## src/hw/rtl/piel_pkg.sv

```systemverilog
package piel_pkg;

	typedef enum logic [1:0] {
		KIND_INSERT = 2'd0,
		KIND_ERASE  = 2'd1,
		KIND_READ   = 2'd2,
		KIND_NOP    = 2'd3
	} kind_t;

	typedef enum logic [1:0] {
		ST_DONE  = 2'd0,
		ST_FULL  = 2'd1,
		ST_RANGE = 2'd2
	} status_t;

	typedef enum logic [1:0] {
		CELL_HOLD = 2'd0,
		CELL_INS  = 2'd1,
		CELL_ERA  = 2'd2
	} cell_op_t;

	localparam int unsigned FIELD_W   = 7;
	localparam int unsigned PORT_DW   = 32;
	localparam int unsigned TDATA_W   = 40;
	localparam logic [FIELD_W-1:0] CAP_RESET = 7'd64;

endpackage

```

## src/hw/rtl/piel_cell.sv

```systemverilog
module piel_cell
	import piel_pkg::*;
#(
	parameter int unsigned DATA_WIDTH = 32,
	parameter int unsigned XW = 7,
	parameter int unsigned IDX = 0
) (
	input  logic                  clk,
	input  cell_op_t              op,
	input  logic [XW-1:0]         pos,
	input  logic [DATA_WIDTH-1:0] wval,
	input  logic [DATA_WIDTH-1:0] left,
	input  logic [DATA_WIDTH-1:0] right,
	output logic [DATA_WIDTH-1:0] q,
	output logic [DATA_WIDTH-1:0] hit
);

	localparam logic [XW-1:0] IDX_X = XW'(IDX);

	logic [DATA_WIDTH-1:0] data_q;

	always_ff @(posedge clk) begin
		case (op)
			CELL_INS: begin
				if (IDX_X == pos) begin
					data_q <= wval;
				end else if (IDX_X > pos) begin
					data_q <= left;
				end
			end
			CELL_ERA: begin
				if (IDX_X >= pos) begin
					data_q <= right;
				end
			end
			default: begin
			end
		endcase
	end

	assign q   = data_q;
	assign hit = (IDX_X == pos) ? data_q : '0;

endmodule

```

## config.mk

```make
export PLATFORM = sky130hd
export DESIGN_NAME = piel_cell
export DESIGN_NICKNAME = d
export VERILOG_FILES = /design/src/hw/rtl/piel_pkg.sv /design/src/hw/rtl/piel_cell.sv
export SDC_FILE = /design/constraint.sdc
export NUM_CORES = 1
export LEC_CHECK = 0
export ABC_AREA = 1
export BUFFER_PORTS_ARGS = -buffer_cell sky130_fd_sc_hd__buf_2
export CELL_PAD_IN_SITES_DETAIL_PLACEMENT = 0
export CELL_PAD_IN_SITES_GLOBAL_PLACEMENT = 1
export CORE_MARGIN = 5
export CORE_UTILIZATION = 29
export CTS_CLUSTER_DIAMETER = 100
export CTS_CLUSTER_SIZE = 14
export DETAILED_ROUTE_END_ITERATION = 7
export PLACE_DENSITY = 0.95
export RECOVER_POWER = 25
export REMOVE_ABC_BUFFERS = 1
export SLEW_MARGIN = 25
export SYNTH_ARGS = -nofsm -noshare
export SYNTH_HDL_FRONTEND = slang
export SYNTH_SLANG_ARGS = --single-unit
```

## constraint.sdc

```tcl
create_clock -name clk -period 7.2 [get_ports clk]
set_clock_uncertainty 0.2 [all_clocks]
set_input_delay 0.72 -clock clk [delete_from_list [all_inputs] [get_ports clk]]
set_output_delay 0.72 -clock clk [all_outputs]
set_load 0.01 [all_outputs]
```

== Word-level counts from Yosys, hierarchy flattened ==
Cells that the tools add are included.

* Bits in registers: 32
* Bits of input ports: 106

* Magnitude comparators: 2
* Eq/ne operators: 4
* Muxes and demuxes: 5
* Reduce and logical (&&, ||, !) cells: 3

{| class="wikitable"
|+ Operators by type and width
! kind !! count
|-
| 2-to-1 mux 32 bit || 4
|-
| case mux 32 bit (2 select lines) || 1
|-
| >= comparator 1 x 7 -> 1 bit, first input constant || 1
|-
| greater-than comparator 1 x 7 -> 1 bit, first input constant || 1
|-
| zero test 7 bit || 1
|-
| inequality test 3 bit, second input constant || 1
|-
| AND reduction 3 bit || 1
|-
| equality test 2 x 1 -> 1 bit, second input constant || 1
|-
| equality test 2 bit, second input constant || 1
|-
| inequality test 2 bit, second input constant || 1
|-
| nonzero test 2 bit || 1
|}

== Depth between registers and ports, before layout ==
Gate-level depths: netlist (run 1).

* Depth after elaboration: 4
* Depth in mapped cells: 7

== Least setup slack after synthesis (run 1) ==
Ideal clock, no wire load.

* Path type: in2reg
* Start: input port op[1]
* End: register data_q[0], in the netlist q[0] (enable)
* Setup time: 0.432 ns
* Arrival: 2.697 ns
* Data required time: 6.568 ns
* Path slack: 3.871 ns
* Cell stages on the path: 5
* Path buffers: 1
* Path through: inv_2 -> nor2_4 -> inv_2 -> buf_2 -> a21oi_1

* Word-level cells in the longest chain between the ends: 3
* Elaborated cells on any way between the ends: 6
* Classes of those cells: eq/ne: 4; reduce/logical: 2

{| class="wikitable"
|+ RTL lines
! what !! line !! text
|-
| from (decl) || piel_cell.sv:9 || <nowiki>input cell_op_t op,</nowiki>
|-
| equality test 2 x 1 -> 1 bit or equality test 2 bit (tied branches) || piel_cell.sv:23 || <nowiki>case (op)</nowiki>
|-
| inequality test 3 bit (no source line) (tied with other cells) || n/a ||
|-
| AND reduction 3 bit (no source line) * || n/a ||
|-
| to (signal assigned) || piel_cell.sv:26 || <nowiki>data_q <= wval;</nowiki>
|-
| to (signal assigned) || piel_cell.sv:28 || <nowiki>data_q <= left;</nowiki>
|-
| to (signal assigned) || piel_cell.sv:33 || <nowiki>data_q <= right;</nowiki>
|-
| to (decl) || piel_cell.sv:20 || <nowiki>logic [DATA_WIDTH-1:0] data_q;</nowiki>
|}

Mark *: on every way between the ends. The rest lies on a longest branch, timed or not.
A chain may end at the register's enable or synchronous reset.

== Worst setup path after layout (run 1) ==
* Start: input port pos[1]
* End: output port hit[17]

* Word-level cells in the longest chain between the ends: 2

{| class="wikitable"
|+ RTL lines
! what !! line !! text
|-
| from (decl) || piel_cell.sv:10 || <nowiki>input logic [XW-1:0] pos,</nowiki>
|-
| zero test 7 bit || piel_cell.sv:42 || <nowiki>assign hit = (IDX_X == pos) ? data_q : '0;</nowiki>
|-
| 2-to-1 mux 32 bit || piel_cell.sv:42 ||
|-
| to (decl) || piel_cell.sv:15 || <nowiki>output logic [DATA_WIDTH-1:0] hit</nowiki>
|}

No other way between the ends.

==> out/metrics.yaml, run 1 <==
grt_pass1_vias: 2689
grt_max_degree: 34
drc: 0
diodes: 0
synth.most_common_cell: "inv_1"
rsz0062_at_grt: "false"
setup_viol: 0
portBuffers: 169
hold_buffers: 0
row_count: 33
clock-sinks: 32
ys_seq_area_share_pct: 39.5
vias: 2603
critPathMaxStageDelay_ns: 0.60
irDropWorstVdd_uv: 53.4
antenna_found_initial: 0
synthTopCellsByCount: "inv_1 (96), nand2_1 (65), nand3_1 (64), nor2_1 (33), edfxtp_1 (32)"
pin_count: 170
dp_hpwl_um: 5720
relSlewSlack_pct: 47.1
finalCriticalPeriod_ns: 3.20
synth-main-ff-cell: "edfxtp_1"
drive_gt1_share_pct: 30.5
die_h_um: 102
p_leak_uw: 0.00193
min_from: "right[27]"
gp_congestion: 0.755
ys_types: 19
grt_pass1_wl_um: 11900
path_clk_slew_ns: 0.06
cp.required_ns: 6.28
first_iter_violations: 100
max_slew.worst_pin.slew_ns: 0.791
antenna_left: 0
outcome: "complete, no violations"
numCtsBuffers: 5
viasPerCell: 4.22
cp-start-kind: "input port"
netlist.area_leader.share_pct: 39.5
path_common_cell: "buf_2"
min_to: "q[27]"
dr.pass1.iters: 4
cts_tree: "done"
synth_area_leader_cell: "edfxtp_1"
syn_area_sq_um: 2430
slew_violations: 0
hold_violations: 0
finalCritPeriodShare_pct: 44.4
synth_seq_cells: 32
totalNegativeSetupSlack_ns: 0
die_x_um: 102
synth_async_sr_flop_share_pct: 0
crit_type: "in2out"
nFillCells: 899
path_cells: "buf_2, clkinv_1, nand2_2, nor2_4, nand2_4, nor2_1, buf_2"
avgSynthCellArea_sq_um: 6.79
die_area_sq_um: 10300
core_area_sq_um: 8180
synth-edff-count: 32
start_util_pct: 29.7
cts_setup_buffers: 0
h-tree-depth: 2
cp_top_family: "simple AND/OR/NAND/NOR gates"
power.density_nw_per_um2: 122
fin_nets: 620
cap_viol_max_count: 0
crit_slowest_cell: "nor2_4"
routed_wl_um: 7630
holdPathStages: 3
root_buffer: "clkbuf_8"
synthCells: 358
cp-end-kind: "primary output"
hp-class: "in2reg"
fin_hold_ws_ns: 0.512
arrival_ns: 2.28
cp_max_fo: 33
grt_use_total_pct: 14.4
largest_reg_flops: 32
cts_resized: 0
clockBufferDepth: 2
syn_to_final_growth_pct: 36.3
wl_per_cell_um: 12.4
max_freq_ghz: 0.313
yosysWarnings: 0
path_depth: 7
gr-total-overflow: 0
crit_buf_inv: 3
synth_area_leaders: "edfxtp_1 (40%), inv_1 (15%), nand3_1 (13%)"
-- where the power goes --
group	internal, uW	leakage, uW	switching [uW]	total [uW]
registers	208	0.000281	0.360	208
logic	34.5	0.00161	41.1	75.7
clock network	62.1	0.0000359	58.2	120
total	304	0.00193	99.7	404
-- tightest hold or removal path, delay by kind of cell --
family	cells	cell delay [ns]
buffers and inverters	1	0.07
and+or+nand+nor	2	0.09
-- cell usage in the layout (no fill, tap or decap) --
| master | n |
|---|---|
| buf_2 | 137 |
| inv_1 | 96 |
| nand2_1 | 65 |
| nand3_1 | 64 |
| nor2_1 | 33 |
| clkbuf_1 | 32 |
| edfxtp_1 | 32 |
| o21ai_1 | 30 |
| clkbuf_8 | 5 |
| inv_2 | 3 |
| nand2_2 | 2 |
| nor2_2 | 2 |
| nand2_4 | 2 |
| clkinv_1 | 2 |
| nor2_4 | 2 |
| o21ai_0 | 2 |
| inv_4 | 1 |
| a21oi_4 | 1 |
| buf_16 | 1 |
-- how the worst max path moves through the flow --
| stage | slack (ns) | startpoint | to |
|---|---|---|---|
| after floorplan | 3.41 | pos[1] | q[0] |
| after global placement | 3.77 | op[0] | q[25] |
| after detailed placement | 3.68 | pos[1] | q[13] |
| after CTS | 3.98 | pos[1] | hit[31] |
| after global routing | 3.78 | pos[1] | hit[23] |
| final | 4.00 | pos[1] | hit[17] |
-- metal layers --
layer,vias up,share of wire [%],global-route usage [%]
li1,1389,-,-
met1,1087,41,17.2
met2,118,49,25.3
met3,9,9.0,3.24
met4,0,1.6,5.01
met5,-,0,0
-- metrics by stage --
step / worst slack [ns] / power (uW) / cell area [sq um] / instances / util, %
final: 4.00 / 404 / 3310 / 617 / 40.5
after detailed placement: 3.68 / 288 / 3260 / 611 / 39.9
after floorplan: 3.41 / 248 / 2270 / 337 / -
after CTS: 3.98 / 408 / 3330 / 616 / 40.7
after global routing: 3.78 / 430 / 3310 / 617 / 40.5
after global placement: 3.77 / 286 / 3260 / 611 / 39.9
-- final cells by class --
| class | count | area (sq um) | area share (%) |
|---|---|---|---|
| inverters | 102 | 385 | 11.6 |
| clock buffers | 5 | 68.8 | 2.08 |
| multi-input cells | 203 | 935 | 28.2 |
| well taps | 105 | 131 | 3.96 |
| flip-flops and latches | 32 | 961 | 29.0 |
| repair buffers | 170 | 833 | 25.1 |
-- logic make-up (layout without fill, tap and decap cells) --
logic type             Yosys count  count (layout)  share of synthesized area, %
buffers and inverters          123             277                          22.5
and+or+nand+nor                170             170                          31.2
AOI/OAI and AO/OA               33              33                          6.79
DFF                             32              32                          39.5
No activity file was read; power rests on OpenSTA's default activity.
==> run 2: changes to the inputs <==
- CORE_UTILIZATION: 29 -> 24
- PLACE_DENSITY: 0.95 -> 0.88
- clock period: 7.2 -> 2.7 ns (I/O delays scaled with it)
==> run 2 against run 1 <==
- sequential power grew to 2.7 times the previous value
- first-iteration DRC count is 19% lower
- worst setup slack got worse by 3.3 ns
- count of clock-buffer cells in the layout up 2
- global-route usage down 1.3 points
- clock power rose to 2.9 times the previous value
- cell area up 2.4%
- wire length up 10%
- sequential share of layout area shrank 0.67 points
- combinational power grew to 2.7 times the previous value
- die area grew 19%
- non-clock buffer count is 7 higher
- largest cell class unchanged
- highest routed layer unchanged
==> out/metrics.yaml, run 2 (synthesis results as in run 1) <==
largest_reg_flops: 32  # unchanged
dr.pass1.iters: 4  # unchanged
clockBufferDepth: 2  # unchanged
grt_use_total_pct: 13.0  # was 14.4%
drc: 0  # unchanged
finalCriticalPeriod_ns: 1.95
die_area_sq_um: 12200  # was 10300 sq um
grt_pass1_vias: 2792  # was 2689
arrival_ns: 1.48  # was 2.28 ns
numCtsBuffers: 5  # unchanged
cap_viol_max_count: 0  # unchanged
pin_count: 170  # unchanged
max_freq_ghz: 0.512
die_x_um: 111  # was 102 um
critPathMaxStageDelay_ns: 0.26  # was 0.60 ns
drive_gt1_share_pct: 31.2  # was 30.5%
first_iter_violations: 81  # was 100
path_clk_slew_ns: 0.07  # was 0.06 ns
core_area_sq_um: 9820  # was 8180 sq um
clock-sinks: 32  # unchanged
p_leak_uw: 0.00196  # was 0.00193 uW
antenna_left: 0  # unchanged
met3_usage_pct: 2.84  # was 3.24%
hold_violations: 0  # unchanged
cp.required_ns: 2.23  # was 6.28 ns
comb_power_share_pct: 18.7  # about the same
fin_hold_ws_ns: 0.0604  # was 0.512 ns
swShare_pct: 25.9  # was 24.7%
start_util_pct: 24.8  # was 29.7%
relSlewSlack_pct: 56.5  # was 47.1%
cts_setup_buffers: 0  # unchanged
crit_slowest_cell: "buf_4"  # was nor2_4
slew_violations: 0  # unchanged
cp-end-kind: "primary output"  # unchanged
grt-busiest-layer: "met2"  # unchanged
pwr-share-clk_pct: 31.7  # was 29.8%
hp-class: "in2reg"  # unchanged
final_core_util_pct: 34.6  # was 40.5%
holdPathStages: 3  # unchanged
finalCritPeriodShare_pct: 72.3
cp_max_fo: 21  # was 33
cts_tree: "done"  # unchanged
p_int_uw: 828  # was 304 uW
die_h_um: 111  # was 102 um
fin_nets: 627  # was 620
root_buffer: "clkbuf_8"  # unchanged
viasPerCell: 4.21  # was 4.22
syn_to_final_growth_pct: 39.6  # was 36.3%
power.density_nw_per_um2: 329  # was 122 nW/um^2
gp_congestion: 0.755  # about the same
switchingPower_uw: 289  # was 99.7 uW
path_cells: "buf_2, nor2_2, nand2_4, inv_4, nand2_4, buf_4, nor2_1, buf_2"  # was buf_2, clkinv_1, nand2_2, nor2_4, nand2_4, nor2_1, buf_2
final_common_cell: "buf_2"  # unchanged
vias: 2758  # was 2603
seqPwrFrac_pct: 49.6  # was 51.5%
antenna_found_initial: 0  # unchanged
cts_resized: 0  # unchanged
min_from: "right[20]"  # was right[27]
use_met1_pct: 15.7  # was 17.2%
portBuffers: 169  # unchanged
crit_type: "in2out"  # unchanged
rsz0062_at_grt: "false"  # unchanged
irDropWorstVdd_uv: 147  # was 53.4 uV
wl_per_cell_um: 12.8  # was 12.4 um
placed_cells: 647  # was 611
cp-start-kind: "input port"  # unchanged
hold_buffers: 0  # unchanged
grt_max_degree: 34  # unchanged
row_count: 36  # was 33
crit_buf_inv: 4  # was 3
outcome: "complete, no violations"  # unchanged
diodes: 0  # unchanged
min_to: "q[20]"  # was q[27]
grt_use_met2_pct: 22.9  # was 25.3%
dp_hpwl_um: 6550  # was 5720 um
setup_viol: 0  # unchanged
routed_wl_um: 8400  # was 7630 um
grt_pass1_wl_um: 13400  # was 11900 um
h-tree-depth: 2  # unchanged
gr-total-overflow: 0  # unchanged
final_cells: 655  # was 617
layout_common_cells: "buf_2 (137), inv_1 (96), nand2_1 (65), nand3_1 (64), clkbuf_1 (34)"  # was buf_2 (137), inv_1 (96), nand2_1 (65), nand3_1 (64), nor2_1 (33)
max_slew.worst_pin.slew_ns: 0.650  # was 0.791 ns
cp_top_family: "buffers and inverters"  # was simple AND/OR/NAND/NOR gates
==> run 2: cell count changes in the layout (fill, tap and decap cells not counted) <==
cell      previous run  this run
clkbuf_1            32        34
clkinv_1             2         3
buf_16               1         0
buf_4                0         8
==> run 2: power groups by stage <==
stage	clock network, uW	registers, uW	logic [uW]
3_3_place_gp	0	565	207
6_report	354	554	208
5_1_grt	382	554	240
4_1_cts	374	554	211
2_1_floorplan	0	566	96.2
3_5_place_dp	0	565	210
==> run 2: through the flow <==
step / power, uW / setup TNS, ns / setup WS (ns) / instance area (sq um)
final: 1120 / 0 / 0.747 / 3390
after global routing: 1180 / 0 / 0.601 / 3390
after CTS: 1140 / 0 / 0.738 / 3430
after detailed placement: 775 / 0 / 0.726 / 3350
after global placement: 772 / 0 / 0.749 / 3350
after floorplan: 662 / -20.35 / -0.636 / 2270
==> run 2: worst min-delay path, delay by kind of cell <==
| family | cells | cell delay, ns |
|---|---|---|
| AND/OR/NAND/NOR | 2 | 0.09 |
| buffers and inverters | 1 | 0.08 |
==> run 2: final cells by class <==
class,count,area (sq um)
clock buffer,7,76.3
timing repair buffer,177,866
multi-input combinational,203,935
clock inverter,1,3.75
tap,133,166
inverter,102,385
fill,1127,6430
sequential,32,961
==> run 2: layer usage <==
layer	vias up	wire [um]	part of all wire [%]
li1	1408	-	-
met1	1228	3590	43
met2	118	4190	50
met3	4	528	6.3
met4	0	79	0.94
met5	-	0	0
==> run 2: worst max path at each step <==
stage	start	endpoint	slack [ns]	depth (start not counted)
2_1_floorplan	pos[1]	q[0]	-0.64	5
3_3_place_gp	pos[5]	q[17]	0.75	7
3_5_place_dp	pos[5]	q[17]	0.73	7
4_1_cts	pos[5]	hit[19]	0.74	8
5_1_grt	pos[5]	hit[12]	0.60	8
6_report	pos[5]	hit[19]	0.75	8
